### config.mk
export PLATFORM = sky130hd
export DESIGN_NAME = wss_queue
export DESIGN_NICKNAME = d
export VERILOG_FILES = /design/src/design/wss_pkg.sv /design/src/design/wss_queue.sv
export SDC_FILE = /design/constraint.sdc
export NUM_CORES = 1
export LEC_CHECK = 0
export ABC_CLOCK_PERIOD_IN_PS = 16900
export BUFFER_PORTS_ARGS = -buffer_cell sky130_fd_sc_hd__buf_2
export CAP_MARGIN = 30
export CORE_AREA = 8 8 259 261
export DETAILED_ROUTE_END_ITERATION = 8
export DIE_AREA = 0 0 267 269
export PLACE_DENSITY = 0.77
export REMOVE_ABC_BUFFERS = 1
export SETUP_SLACK_MARGIN = 0.2
export SYNTH_ARGS = -nofsm -noshare
export SYNTH_HDL_FRONTEND = slang
export SYNTH_SLANG_ARGS = --single-unit
### constraint.sdc
create_clock -name clk_i -period 16.9 [get_ports clk_i]
set_input_delay 0.845 -clock clk_i [delete_from_list [all_inputs] [get_ports clk_i]]
set_output_delay 0.845 -clock clk_i [all_outputs]
set_load 0.01 [all_outputs]
### src/design/wss_pkg.sv
// ----------------------------------------------------------------------------
// wss_pkg
// shared types and constants of the waypoint slew sequencer
// ----------------------------------------------------------------------------
package wss_pkg;

  localparam int MaxSteps = 16;
  localparam int AddrW    = $clog2(MaxSteps);
  localparam int QDepth   = 2;

  typedef enum logic [1:0] {
    OP_TICK,
    OP_LOAD,
    OP_DROP
  } op_kind_e;

  typedef struct packed {
    logic signed [31:0] tx;
    logic signed [31:0] ty;
    logic signed [31:0] tz;
    logic [30:0]        sx;
    logic [30:0]        sy;
    logic [30:0]        sz;
    logic [30:0]        dwell;
  } wp_t;

  localparam int WpW = $bits(wp_t);

  typedef struct packed {
    op_kind_e           kind;
    logic [AddrW-1:0]   slot;
    wp_t                wp;
    logic [15:0]        dt;
    logic signed [31:0] cx;
    logic signed [31:0] cy;
    logic signed [31:0] cz;
  } op_t;

  typedef struct packed {
    logic valid;
    op_t  op;
  } q_slot_t;

endpackage

### src/design/wss_queue.sv
// ----------------------------------------------------------------------------
// wss_queue
// short fifo between the front and the back
// ----------------------------------------------------------------------------
module wss_queue (
  input  logic             clk_i,
  input  logic             rst_ni,
  input  wss_pkg::q_slot_t push_i,
  output logic             push_ready_o,
  output wss_pkg::q_slot_t head_o,
  input  logic             pop_i
);
  import wss_pkg::*;

  op_t        buf_q [QDepth];
  logic       wr_q, wr_d, rd_q, rd_d;
  logic [1:0] cnt_q, cnt_d;
  logic       do_push, do_pop;

  assign push_ready_o = cnt_q != 2'(QDepth);
  assign do_push      = push_i.valid && push_ready_o;
  assign do_pop       = pop_i && head_o.valid;
  assign head_o.valid = cnt_q != 2'd0;
  assign head_o.op    = buf_q[rd_q];

  always_comb begin
    wr_d  = do_push ? ~wr_q : wr_q;
    rd_d  = do_pop ? ~rd_q : rd_q;
    cnt_d = cnt_q + 2'(do_push) - 2'(do_pop);
  end

  always_ff @(posedge clk_i or negedge rst_ni) begin
    if (!rst_ni) begin
      wr_q  <= 1'b0;
      rd_q  <= 1'b0;
      cnt_q <= 2'd0;
    end else begin
      wr_q  <= wr_d;
      rd_q  <= rd_d;
      cnt_q <= cnt_d;
    end
  end

  always_ff @(posedge clk_i) begin
    if (do_push) begin
      buf_q[wr_q] <= push_i.op;
    end
  end

endmodule

* Yosys cells after proc, flatten, opt, wreduce, memory -nomap -nowiden *
Memory sizes are Yosys's and may differ from the RTL's.
Index checks and enable logic that the tools add are counted.

operators by class
  add/subtract/negate cells = 2
  equal/unequal tests = 1
  mux-type cells = 2
  bitwise logic cells = 2
  reduce and logical (&&, ||, !) cells = 3

operators with widths
  cell                  number
  $add A2 B1 Y2         1
  $logic_and A1 B1 Y1   2
  $mux W1               2
  $ne A2 B2 Y1 const B  1
  $not A1 Y1            2
  $reduce_bool A2 Y1    1
  $sub A2 B1 Y2         1

word-level totals
  bits in registers = 4
  bits in writable memories = 676
  output and inout port bits = 340
  word-level logic and storage cells = 14
  memories kept = 1

memory list
  memory  words  bits a word  rd ports  clocked after Yosys merged registers in  wr ports  line             text
  buf_q   2      338          1         0                                        1         wss_queue.sv:15  op_t buf_q [QDepth];

* Longest topological paths before layout *
Gate-level depths: netlist (run 1).

  depth in word-level cells = 4
  depth in mapped cells = 7
  depth with buffers taken out = 7

* Least setup slack after synthesis (run 1) *
No wires, ideal clock.

  path kind = in2reg
  start point = in push_i[338] in the netlist's numbering
  end point = mem buf_q[0][0] in the netlist's numbering, enable pin
  arrival = 14.930 ns
  path slack = 0.926 ns
  cell stages on the path = 2
  buffers on the path = 0
  cells stage by stage = nand2_1 nor2_1

between the ends
  cells in the longest elaborated chain, start to end = 3

ends and longest elaborated chain
  what                           line             text
  from (decl)                    wss_queue.sv:8   input wss_pkg::q_slot_t push_i,
  $logic_and A1 B1 Y1            wss_queue.sv:21  assign do_push = push_i.valid && push_ready_o;
  $mux W1                        wss_queue.sv:45  if (do_push) begin
  $mux W1 (not written as such)  wss_queue.sv:46  buf_q[wr_q] <= push_i.op;
  to (decl)                      wss_queue.sv:15

Every way passes these cells.

==> results of run 1 <==
## placed cells by master (no fill, tap or decap), drive strengths merged
cell type	Yosys	layout
nor2	1	1
or2	1	1
buf	38	701
edfxtp	676	676
bufinv	0	2
xnor2	3	3
diode	0	24
clkbuf	0	90
and3	1	1
mux2	338	338
and2	1	1
xor2	1	1
nand2b	1	1
clkinvlp	0	2
clkinv	0	22
inv	1	3
ha	2	2
nand2	1	1
dfrtp	4	4
## worst max path at each step
stage / from / to / slack [ps] / cells past startpoint
after floorplan: push_i[338] / buf_q[0][0] / 930 / 2
after global placement: rd_q / head_o[2] / 12050 / 5
after detailed placement: rd_q / head_o[336] / 11950 / 5
after CTS: rd_q / head_o[2] / 11290 / 5
after global routing: rd_q / head_o[2] / 11410 / 6
final: rd_q / head_o[2] / 11670 / 6
## metrics by stage
step                setup slack, ps  instances  utilization
floorplan                       926       1031            -
global placement              12050       2573        0.479
detailed placement            11950       2574        0.479
CTS                           11290       2692        0.512
global route                  11410       2714        0.515
finish                        11670       2720        0.515
## cell type report
type | instances | area (µm²)
Multi-Input combinational cell | 350 | 5050
Clock buffer | 90 | 1860
Sequential cell | 680 | 20400
Inverter | 1 | 3.75
Clock inverter | 28 | 216
Tap cell | 846 | 1060
Timing Repair Buffer | 701 | 3660
Fill cell | 4950 | 30400
Antenna cell | 24 | 60.1
## where the power goes
group / internal [W] / total [W] / switching, W
Clock: 0.000806 / 0.00141 / 0.000602
Sequential: 0.00231 / 0.00244 / 0.000129
Combinational: 0.000906 / 0.00187 / 0.000961
## cell usage after synthesis (2+ instances only)
| library cell | n |
|---|---|
| mux2_2 | 35 |
| xnor2_1 | 3 |
| buf_8 | 22 |
| ha_1 | 2 |
| buf_6 | 13 |
| buf_2 | 2 |
| mux2_4 | 303 |
| dfrtp_1 | 4 |
| edfxtp_1 | 676 |
## worst max-delay path, stage by stage, from the launching register on
cell and delay, ps:
dfrtp_4 990, buf_4 830, buf_4 680, buf_4 350
buf_16 330, mux2_2 380, buf_2 140
## registers in the layout, indices dropped and copies added (netlist names)
name,flops
cnt_q,2
rd_q,1
buf_q,676
wr_q,1
## cells by family (layout without fill, tap and decap cells)
logic type / after synthesis / in the layout / synth area share
flip-flops: 680 / 680 / 0.786
XOR/XNOR: 4 / 4 / 0.00135
buffers and inverters: 39 / 820 / 0.0197
other: 0 / 24 / 0
AND/OR/NAND/NOR: 6 / 6 / 0.00125
adder cells (fa/ha/maj): 2 / 2 / 0.000964
multiplexers: 338 / 338 / 0.191
## layer usage
layer  up-vias  GRT usage
met4         6     0.0757
met1      6415      0.163
li1       5771          -
met5         -          0
met2       570      0.287
met3       133     0.0621
==> key figures, run 1 <==
Critical path
  • WP data arrival: 4380 ps
  • FF-to-FF setup slack: 12950 ps
  • Critical Path End Type: output port
  • Reg2Reg Depth: 7
  • Critical path class: flop to output port
  • Worst r2r src: cnt_q[0]
  • Critical Path Source Type: flop
  • Reg2reg end: buf_q[0][76]
  • CP max FO: 53
  • CP Data Required Time: ~16000 ps

Clocking
  • Clk sinks: around 700
  • Clk_lat worst skew: 580 ps
  • CTS Root Cell: clkbuf_16
  • CTS tree: done
  • Post_cts resized: 0
  • Max Root-Sink Buffers: 3
  • CTS H-tree depth: 3
  • Clk pin slew, worst setup/hold paths: 60 ps
  • Clock buffer count from CTS: 70
  • Post-CTS Setup Bufs: 0
  • CTS Hold Buffers Added: 0

Routing
  • First-pass iteration count of the detailed router: 5
  • M1 WL: just over 20 mm
  • First DRT Iteration DRCs: 872
  • Post-route DRC: 0
  • Post-DR wirelength/cell: 22.4 µm
  • Via density: 4.74
  • Vias: 12900
  • Antenna viol nets, final: 0
  • Met3 WL: 5.98 mm
  • Max layer used: met5
  • Routed wire length: 61.1 mm
  • DR WL met2: approximately 32 mm

Yosys
  • Seq/Total Area, Yosys: 0.786
  • Number of synthesized flops with an enable pin: 676
  • Yosys warnings: 0
  • Mean post-synth cell area: 24.3 µm²
  • Synth area leader: edfxtp_1
  • Synth area leaders: edfxtp_1, mux2_4, mux2_2
  • Post-synth ARST share: 0.00588
  • Post-synth top flop: edfxtp_1
  • Netlist cell types: 18
  • Yosys top cell area share: 0.782
  • Post-Syn Area: 25900 µm²
  • Yosys reg bits: 680
  • Mapped Cells: 1069

Floorplan
  • Vert. Die Dim: 269 µm
  • DIE AREA: 71800 µm²
  • Row count: between 90 and 100
  • Initial core utilization: 0.414
  • Chip width: approximately 270 µm
  • IO Pins: between 600 and 700
  • Core area: between 60000 and 70000 µm²

Power and ir drop
  • Static Leak: 12.8 nW
  • Power Density: 177 nW/µm²
  • Maximum VDD drop: 0.000121 V
  • Final Total Pwr: 0.00571 W

Timing
  • Least-Margin Pin Slew: 976 ps
  • Slew HR: 0.349
  • Final hold slack: 57.8 ps
  • Setup tns final: 0 ps
  • Max Fclk: 191 MHz
  • Max-slew violations: 0
  • Final setup viols: 0
  • Clk_skew: approximately 29 ps
  • Post-route minimum period: 5230 ps
  • Unrepaired setup endpoints after global routing: false
  • Final Hold Vio Count: 0
  • Final period util: 0.309

Layout
  • Share of layout cells above drive strength 1: 0.611
  • Finished Cell Area: 32300 µm²
  • Synth-to-layout area growth: 24.5%
  • Nets: 2148

Global routing
  • Total global routing overflow: 0
  • Gr usage total: 0.160
  • First-pass GRT wire length: between 80 and 90 mm
  • Vias in the first global route: about 14000
  • Initial antenna violation count: 27
  • Largest net degree at the start of global routing: 75

Placement
  • DP HPWL: 44.0 mm
  • Post-place instance area: 30100 µm²
  • Final GP Congestion: 0.821
  • Port bufs: just under 700

Min path
  • Hold Path Class: input pin to async pin

Run status
  • Outcome: complete, no violations

Run
  • Max_cap viols: 0
(Power assumes the default switching activity.)
==> run 2: changes to the inputs <==
--- a/config.mk
+++ b/config.mk
@@ -5,12 +5,13 @@
 export SDC_FILE = /design/constraint.sdc
 export NUM_CORES = 1
 export LEC_CHECK = 0
-export ABC_CLOCK_PERIOD_IN_PS = 16900
+export ABC_AREA = 1
+export ABC_CLOCK_PERIOD_IN_PS = 4800
 export BUFFER_PORTS_ARGS = -buffer_cell sky130_fd_sc_hd__buf_2
 export CAP_MARGIN = 30
-export CORE_AREA = 8 8 259 261
+export CORE_AREA = 8 8 261 263
 export DETAILED_ROUTE_END_ITERATION = 8
-export DIE_AREA = 0 0 267 269
+export DIE_AREA = 0 0 269 271
 export PLACE_DENSITY = 0.77
 export REMOVE_ABC_BUFFERS = 1
 export SETUP_SLACK_MARGIN = 0.2
==> constraint.sdc (replaced) <==
create_clock -name clk_i -period 4.8 [get_ports clk_i]
set_input_delay 0.24 -clock clk_i [delete_from_list [all_inputs] [get_ports clk_i]]
set_output_delay 0.24 -clock clk_i [all_outputs]
set_load 0.01 [all_outputs]
==> run 2 against run 1 <==
  * Sequential share of layout area down 4.5 points
  * First-iteration DRC count up 58%
  * Global-route usage up 2.8 points
  * Clock power rose to 3.8 times the previous value
  * Sequential power rose to 3.5 times the previous value
  * Utilization up 3.0 points
  * Flip-flop and latch count unchanged
  * Cell count up 38%
  * Clock skew down 10 ps
  * Hold slack better by 1.8 ps
  * Register-to-register slack worse by 11000 ps
  * Synthesized area down 4.0%
  * Largest cell class unchanged
  * Highest routed layer unchanged
==> key figures, run 2 <==
Clocking
  • Clk sinks: 680 (unchanged)
  • CTS tree: done (unchanged)
  • Max Root-Sink Buffers: 3 (unchanged)
  • Clk_lat worst skew: 600 ps (was 580 ps)
  • Clock buffer count from CTS: 71 (was 70)
  • CTS Root Cell: clkbuf_16 (unchanged)
  • CTS H-tree depth: 3 (unchanged)
  • Clk pin slew, worst setup/hold paths: 60 ps (about the same)
  • Post-CTS Setup Bufs: 0 (unchanged)

Critical path
  • Critical Path End Type: output port (unchanged)
  • Worst r2r src: cnt_q[1] (was cnt_q[0])
  • Reg2reg end: buf_q[0][69] (was buf_q[0][76])
  • CP max FO: 170 (was 53)
  • Critical Path Source Type: flop (unchanged)
  • WP data arrival: 2790 ps (was 4380 ps)
  • Critical path class: flop to output port (unchanged)
  • Reg2Reg Depth: 4 (was 7)
  • CP Data Required Time: 4560 ps (was 16060 ps)
  • FF-to-FF setup slack: 2430 ps (was 12950 ps)
  • Critical path origin: rd_q (unchanged)

Routing
  • Antenna viol nets, final: 0 (unchanged)
  • First DRT Iteration DRCs: 1376 (was 872)
  • Vias: 17800 (was 12900)
  • Via density: 4.73 (was 4.74)
  • Post-route DRC: 0 (unchanged)
  • Post-DR wirelength/cell: 19.2 µm (was 22.4 µm)
  • First-pass iteration count of the detailed router: 5 (unchanged)
  • Routed wire length: 72.4 mm (was 61.1 mm)

Yosys
  • Seq/Total Area, Yosys: 0.819 (was 0.786)
  • Post-synthesis adder-cell area fraction: 0.00100 (was 0.000964)
  • Most common cell in the netlist: nand2_1 (was edfxtp_1)
  • Largest family of logic cells by synthesized area: simple AND/OR/NAND/NOR gates (was multiplexers)
  • Post-synth ARST share: 0.00588 (unchanged)
  • Synth area leader: edfxtp_1 (unchanged)
  • Yosys reg bits: 680 (unchanged)
  • Post-Syn Area: 24900 µm² (was 25900 µm²)
  • Netlist cell types: 12 (was 18)
  • Number of synthesized flops with an enable pin: 676 (unchanged)
  • List of most frequent post-synthesis cells: nand2_1, edfxtp_1, buf_2 (was edfxtp_1, mux2_4, mux2_2)
  • Synth Area in Compound Gates: 0 (unchanged)
  • Yosys top cell area share: 0.815 (was 0.782)
  • Synth area leaders: edfxtp_1, nand2_1, buf_6 (was edfxtp_1, mux2_4, mux2_2)
  • Multiplexer share of the synthesized area: 0 (was 0.191)
  • Post-synth top flop: edfxtp_1 (unchanged)
  • Mean post-synth cell area: 13.9 µm² (was 24.3 µm²)
  • Yosys warnings: 0 (unchanged)
  • Synth Area in Simple Gates: 0.156 (was 0.00125)
  • Xor and xnor area share after synthesis: 0 (was 0.00135)
  • Mapped Cells: 1797 (was 1069)

Layout
  • Multi-input logic area: 3910 µm² (was 5050 µm²)
  • Most flop-heavy register: buf_q (unchanged)
  • Leading cell type in the layout, fill and taps excluded: nand2_1 (was buf_2)
  • Finished Cell Area: 34800 µm² (was 32300 µm²)
  • Nets: 3179 (was 2148)
  • Final Non-Filler Cells: 3761 (was 2720)
  • Share of layout cells above drive strength 1: 0.279 (was 0.611)
  • Most frequent cells in the layout: nand2_1, buf_2, edfxtp_1 (was buf_2, edfxtp_1, mux2_4)
  • Top Registers: buf_q: 676 flops, cnt_q: 2 flops (unchanged)
  • Max reg flops: 676 (unchanged)
  • Fillers: 4742 (was 4950)
  • Synth-to-layout area growth: 39.7% (was 24.5%)
  • Reg area: 20400 µm² (unchanged)

Timing
  • Setup slack after layout: 1770 ps (was 11670 ps)
  • Clk_skew: 18.1 ps (was 28.6 ps)
  • Max Fclk: 330 MHz
  • Setup tns final: 0 ps (unchanged)
  • Slew HR: 0.311 (was 0.349)
  • Least-Margin Pin Slew: 1030 ps (was 976 ps)
  • Final setup viols: 0 (unchanged)
  • Max-slew violations: 0 (unchanged)
  • Final period util: 0.631
  • Unrepaired setup endpoints after global routing: false (unchanged)
  • Final Hold Vio Count: 0 (unchanged)
  • Post-route minimum period: ~3000 ps

Global routing
  • Vias in the first global route: 18600 (was 14100)
  • Initial antenna violation count: 17 (was 27)
  • Largest net degree at the start of global routing: 171 (was 75)
  • Gr usage total: 0.188 (was 0.160)
  • First-pass GRT wire length: 106 mm (was 86.8 mm)
  • Total global routing overflow: 0 (unchanged)

Floorplan
  • IO Pins: 682 (unchanged)
  • Row count: 93 (was 92)
  • Chip width: 269 µm (was 267 µm)
  • DIE AREA: 72900 µm² (was 71800 µm²)
  • Core area: 63900 µm² (was 62700 µm²)
  • Initial core utilization: 0.390 (was 0.414)
  • Vert. Die Dim: 271 µm (was 269 µm)

Placement
  • Port bufs: 681 (unchanged)
  • Setup WS pre-CTS: 2310 ps (was 11950 ps)
  • Placed instance count: 3276 (was 2574)
  • Post-place instance area: 29100 µm² (was 30100 µm²)
  • Final GP Congestion: 0.840 (was 0.821)
  • DP HPWL: 43.4 mm (was 44.0 mm)

Power and ir drop
  • Static Leak: 14.8 nW (was 12.8 nW)
  • Power Density: 585 nW/µm² (was 177 nW/µm²)
  • Maximum VDD drop: 0.000533 V (was 0.000121 V)

Min path
  • Hold Path Class: input pin to flop (was input pin to async pin)
  • Worst hold stages: 4
  • Min-delay src: push_i[338]
  • Worst Hold End: wr_q

Run
  • Max_cap viols: 0 (unchanged)

Run status
  • Outcome: complete, no violations (unchanged)
==> run 2: changes by cell type in the layout (fill, tap and decap cells not counted), sizes merged, moves of 2 or more <==
| cell | before | now |
|---|---|---|
| buf | 701 | 699 |
| xnor2 | 3 | 0 |
| inv | 3 | 11 |
| diode | 24 | 16 |
| nand3 | 0 | 3 |
| dlygate4sd3 | 0 | 341 |
| mux2 | 338 | 0 |
| clkinv | 22 | 31 |
| nand2 | 1 | 1027 |
==> run 2: layout make-up <==
class | count | area share
Inverter | 9 | 0.00155
Multi-Input combinational cell | 1033 | 0.112
Tap cell | 855 | 0.0307
Timing Repair Buffer | 1040 | 0.203
Clock buffer | 91 | 0.0556
Clock inverter | 37 | 0.00935
Sequential cell | 680 | 0.586
Antenna cell | 16 | 0.00115
==> run 2: metal layers <==
layer / vias to the layer above / track usage / wire length (µm)
met3: 228 / 0.0469 / 6090
met1: 8453 / 0.197 / 24300
met2: 926 / 0.343 / 38500
met4: 4 / 0.0975 / 3400
li1: 8188 / - / -
met5: - / 0 / 27
==> run 2: where the power goes <==
group	total [W]	switching (W)	internal, W	leakage (nW)
clock network	0.00530	0.00226	0.00304	1.12
logic	0.00664	0.00455	0.00208	7.37
registers	0.00842	0.000317	0.00810	6.34
total	0.0204	0.00713	0.0132	14.8
==> run 2: how the worst max path moves through the flow <==
stage / to
after floorplan: buf_q[1][0]
after global placement: head_o[164]
after detailed placement: head_o[192]
after CTS: head_o[192]
after global routing: head_o[34]
final: head_o[34]
==> run 2: critical path, cell delays in order, from the launching register on <==
cell and delay, ps:
dfrtp_4 470, buf_12 420, buf_12 590, nand2_1 130
nand2_1 190, buf_2 170
==> run 2: through the flow <==
stage / total power [W] / utilization / hold slack [ps]
detailed placement: 0.0148 / 0.455 / 52.8
CTS: 0.0203 / 0.544 / 21.7
floorplan: 0.0121 / - / -55.6
finish: 0.0204 / 0.545 / 59.6
global placement: 0.0147 / 0.455 / 48.5
global route: 0.0213 / 0.544 / 61.5
==> run 2: cell families (layout without fill, tap and decap cells) <==
logic type / Yosys count / count (layout)
simple gates: 1031 / 1031
other cells: 0 / 16
flops: 680 / 680
buf+inv: 84 / 1177
fa+ha+maj: 2 / 2
==> run 2: what timing repair did <==
action                    in CTS  in global routing
resized for setup              0                  0
hold buffers                 341                  0
hold endpoints to repair     681                  0
==> run 3: changes to the inputs <==
--- a/config.mk
+++ b/config.mk
@@ -6,7 +6,7 @@
 export NUM_CORES = 1
 export LEC_CHECK = 0
 export ABC_AREA = 1
-export ABC_CLOCK_PERIOD_IN_PS = 4800
+export ABC_CLOCK_PERIOD_IN_PS = 2600
 export BUFFER_PORTS_ARGS = -buffer_cell sky130_fd_sc_hd__buf_2
 export CAP_MARGIN = 30
 export CORE_AREA = 8 8 261 263
==> constraint.sdc (replaced) <==
create_clock -name clk_i -period 2.6 [get_ports clk_i]
set_input_delay 0.13 -clock clk_i [delete_from_list [all_inputs] [get_ports clk_i]]
set_output_delay 0.13 -clock clk_i [all_outputs]
set_load 0.01 [all_outputs]
==> run 3 against run 2 <==
  * Combinational power increased by 100%
  * Register-to-register slack got worse by 1700 ps
  * Via count rose by 3.2%
  * Final area is 1.1% higher
  * Critical path type unchanged
  * Hold slack gained 200 ps
  * Power grew 89%
  * Die area did not move
  * Sequential share of layout area down 0.67 points
  * Highest routed layer unchanged
==> key figures, run 3 (synthesis gave the netlist of run 2 again) <==
Global routing
  • Vias in the first global route: 19300 (was 18600)
  • First-pass GRT wire length: 112 mm (was 106 mm)
  • Gr usage total: 0.200 (was 0.188)
  • Total global routing overflow: 0 (unchanged)
  • Largest net degree at the start of global routing: 107 (was 171)
  • Initial antenna violation count: 12 (was 17)

Critical path
  • Critical Path Source Type: flop (unchanged)
  • Critical path class: flop to output port (unchanged)
  • Critical path's slowest cell: dfrtp_4 (was buf_12)
  • WP data arrival: 2100 ps (was 2790 ps)
  • Reg2Reg Depth: 4 (unchanged)
  • CP max FO: 43 (was 170)
  • Most frequent CP cell: nand2_1
  • Worst r2r src: wr_q (was cnt_q[1])
  • Max incr delay on CP: 530 ps (was 590 ps)
  • Critical path cell sequence: buf_16, buf_12, nand2_1, nand2_1, buf_2 (was buf_12, buf_12, nand2_1, nand2_1, buf_2)
  • FF-to-FF setup slack: 780 ps (was 2430 ps)
  • Reg2reg end: buf_q[0][301] (was buf_q[0][69])
  • CP Data Required Time: 2470 ps (was 4560 ps)
  • Critical Path End Type: output port (unchanged)

Layout
  • Reg area: 20400 µm² (unchanged)
  • Synth-to-layout area growth: 41.3% (was 39.7%)
  • Leading cell type in the layout, fill and taps excluded: nand2_1 (unchanged)
  • Share of layout cells above drive strength 1: 0.284 (was 0.279)
  • Final Non-Filler Cells: 3792 (was 3761)
  • Most frequent cells in the layout: nand2_1, buf_2, edfxtp_1 (unchanged)
  • Nets: 3218 (was 3179)
  • Fillers: 4734 (was 4742)
  • Top Registers: buf_q: 676 flops, cnt_q: 2 flops (unchanged)
  • Most flop-heavy register: buf_q (unchanged)
  • Multi-input logic area: 3910 µm² (unchanged)
  • Max reg flops: 676 (unchanged)

Floorplan
  • Core area: 63900 µm² (unchanged)
  • IO Pins: 682 (unchanged)
  • Initial core utilization: 0.390 (unchanged)
  • DIE AREA: 72900 µm² (unchanged)
  • Vert. Die Dim: 271 µm (unchanged)
  • Chip width: 269 µm (unchanged)
  • Row count: 93 (unchanged)

Timing
  • Setup tns final: 0 ps (unchanged)
  • Final setup viols: 0 (unchanged)
  • Final period util: 0.856
  • Unrepaired setup endpoints after global routing: false (unchanged)
  • Slew HR: 0.670 (was 0.311)
  • Setup slack after layout: 373 ps (was 1770 ps)
  • Clk_skew: 33.2 ps (was 18.1 ps)
  • Post-route minimum period: 2230 ps
  • Max Fclk: 449 MHz
  • Max-slew violations: 0 (unchanged)
  • Final Hold Vio Count: 0 (unchanged)
  • Least-Margin Pin Slew: 495 ps (was 1030 ps)

Routing
  • Routed wire length: 78.4 mm (was 72.4 mm)
  • Post-route DRC: 0 (unchanged)
  • Via density: 4.84 (was 4.73)
  • Vias: 18400 (was 17800)
  • First-pass iteration count of the detailed router: 5 (unchanged)
  • Antenna viol nets, final: 0 (unchanged)
  • Post-DR wirelength/cell: 20.7 µm (was 19.2 µm)
  • First DRT Iteration DRCs: 1844 (was 1376)

Clocking
  • CTS H-tree depth: 3 (unchanged)
  • Clock buffer count from CTS: 70 (was 71)
  • Clk sinks: 680 (unchanged)
  • Clk_lat worst skew: 600 ps (about the same)
  • Max Root-Sink Buffers: 3 (unchanged)
  • CTS Root Cell: clkbuf_16 (unchanged)
  • Clk pin slew, worst setup/hold paths: 60 ps (about the same)
  • CTS tree: done (unchanged)

Placement
  • Final GP Congestion: 0.852 (was 0.840)
  • Setup WS pre-CTS: 784 ps (was 2310 ps)
  • Port bufs: 681 (unchanged)
  • Placed instance count: 3310 (was 3276)
  • DP HPWL: 47.7 mm (was 43.4 mm)

Power and ir drop
  • Power Density: 1090 nW/µm² (was 585 nW/µm²)
  • Sequential share of power: 0.403 (was 0.414)
  • Comb pwr share: 0.348 (was 0.326)
  • Static Leak: 15.0 nW (was 14.8 nW)
  • Switch Pwr: 0.0139 W (was 0.00713 W)
  • Maximum VDD drop: 0.000764 V (was 0.000533 V)
  • Int Power: 0.0246 W (was 0.0132 W)
  • Clk network pwr share: 0.248 (was 0.260)
  • Sw Share: 0.361 (was 0.350)
  • Final Total Pwr: 0.0385 W (was 0.0204 W)

Min path
  • Worst hold stages: 2 (was 4)
  • Hold Path Class: input pin to flop (unchanged)
  • Worst Hold End: buf_q[1][48] (was wr_q)
  • Min-delay src: push_i[48] (was push_i[338])

Run
  • Max_cap viols: 0 (unchanged)

Run status
  • Outcome: complete, no violations (unchanged)
[run 3: cell count changes in the layout (fill, tap and decap cells not counted), moves of 3 or more]
cell      previous run  this run
buf_4               10        32
clkinv_2            17         6
buf_12               8        17
clkinv_1            10        18
diode_2             16         8
clkbuf_1            15        19
inv_6                0         4
clkinv_8             3         0
[run 3: what timing repair did]
item | 4_1_cts | 5_1_grt
endpoints found under the hold margin | 682 | 0
endpoints found under the setup margin | 9 | 195
hold buffers | 342 | 0
gates resized for setup | 2 | 5
setup buffers | 0 | 1
cloned | 0 | 4
[run 3: final cells by class]
type	count	share of cell area
repair buffers	1079	0.215
clock buffers	89	0.0518
clock inverters	38	0.00921
inverters	9	0.00192
well taps	855	0.0304
diodes	8	0.000569
flip-flops and latches	680	0.580
repair inverters	1	0.000320
multi-input cells	1033	0.111
[run 3: metrics by stage]
stage | hold WS [ps] | cell area (µm²) | utilization
after floorplan | -166 | 24300 | -
after global placement | -56.7 | 29500 | 0.461
after detailed placement | -58.2 | 29500 | 0.461
after CTS | 197 | 35100 | 0.549
after global routing | 212 | 35200 | 0.551
final | 258 | 35200 | 0.551
[run 3: per-layer routing]
layer,routed length [µm],track usage,part of all wire,vias to the layer above
li1,-,-,-,8252
met1,28200,0.223,0.36,8857
met3,6270,0.0478,0.080,238
met2,40400,0.358,0.52,1018
met5,27,0,0.00034,-
met4,3490,0.0868,0.044,4
[run 3: worst max path at each step]
stage,start,end,cells after the start
3_3_place_gp,wr_q,buf_q[0][284],4
4_1_cts,rd_q,head_o[290],5
6_report,rd_q,head_o[243],5
3_5_place_dp,wr_q,buf_q[0][305],5
2_1_floorplan,cnt_q[1],buf_q[1][0],3
5_1_grt,rd_q,head_o[243],5
[run 3: power by group through the flow]
stage	Sequential, W	Combinational [W]	Clock [W]
floorplan	0.0146	0.00327	0
global placement	0.0156	0.0123	0
detailed placement	0.0157	0.0124	0
CTS	0.0155	0.0129	0.00961
global route	0.0157	0.0144	0.0101
finish	0.0155	0.0134	0.00957
[run 3: worst max-delay path: cells and delay by family (launching register included)]
| kind | cells | cell delay, ps |
|---|---|---|
| buffers and inverters | 3 | 690 |
| DFF | 1 | 530 |
| and+or+nand+nor | 2 | 260 |
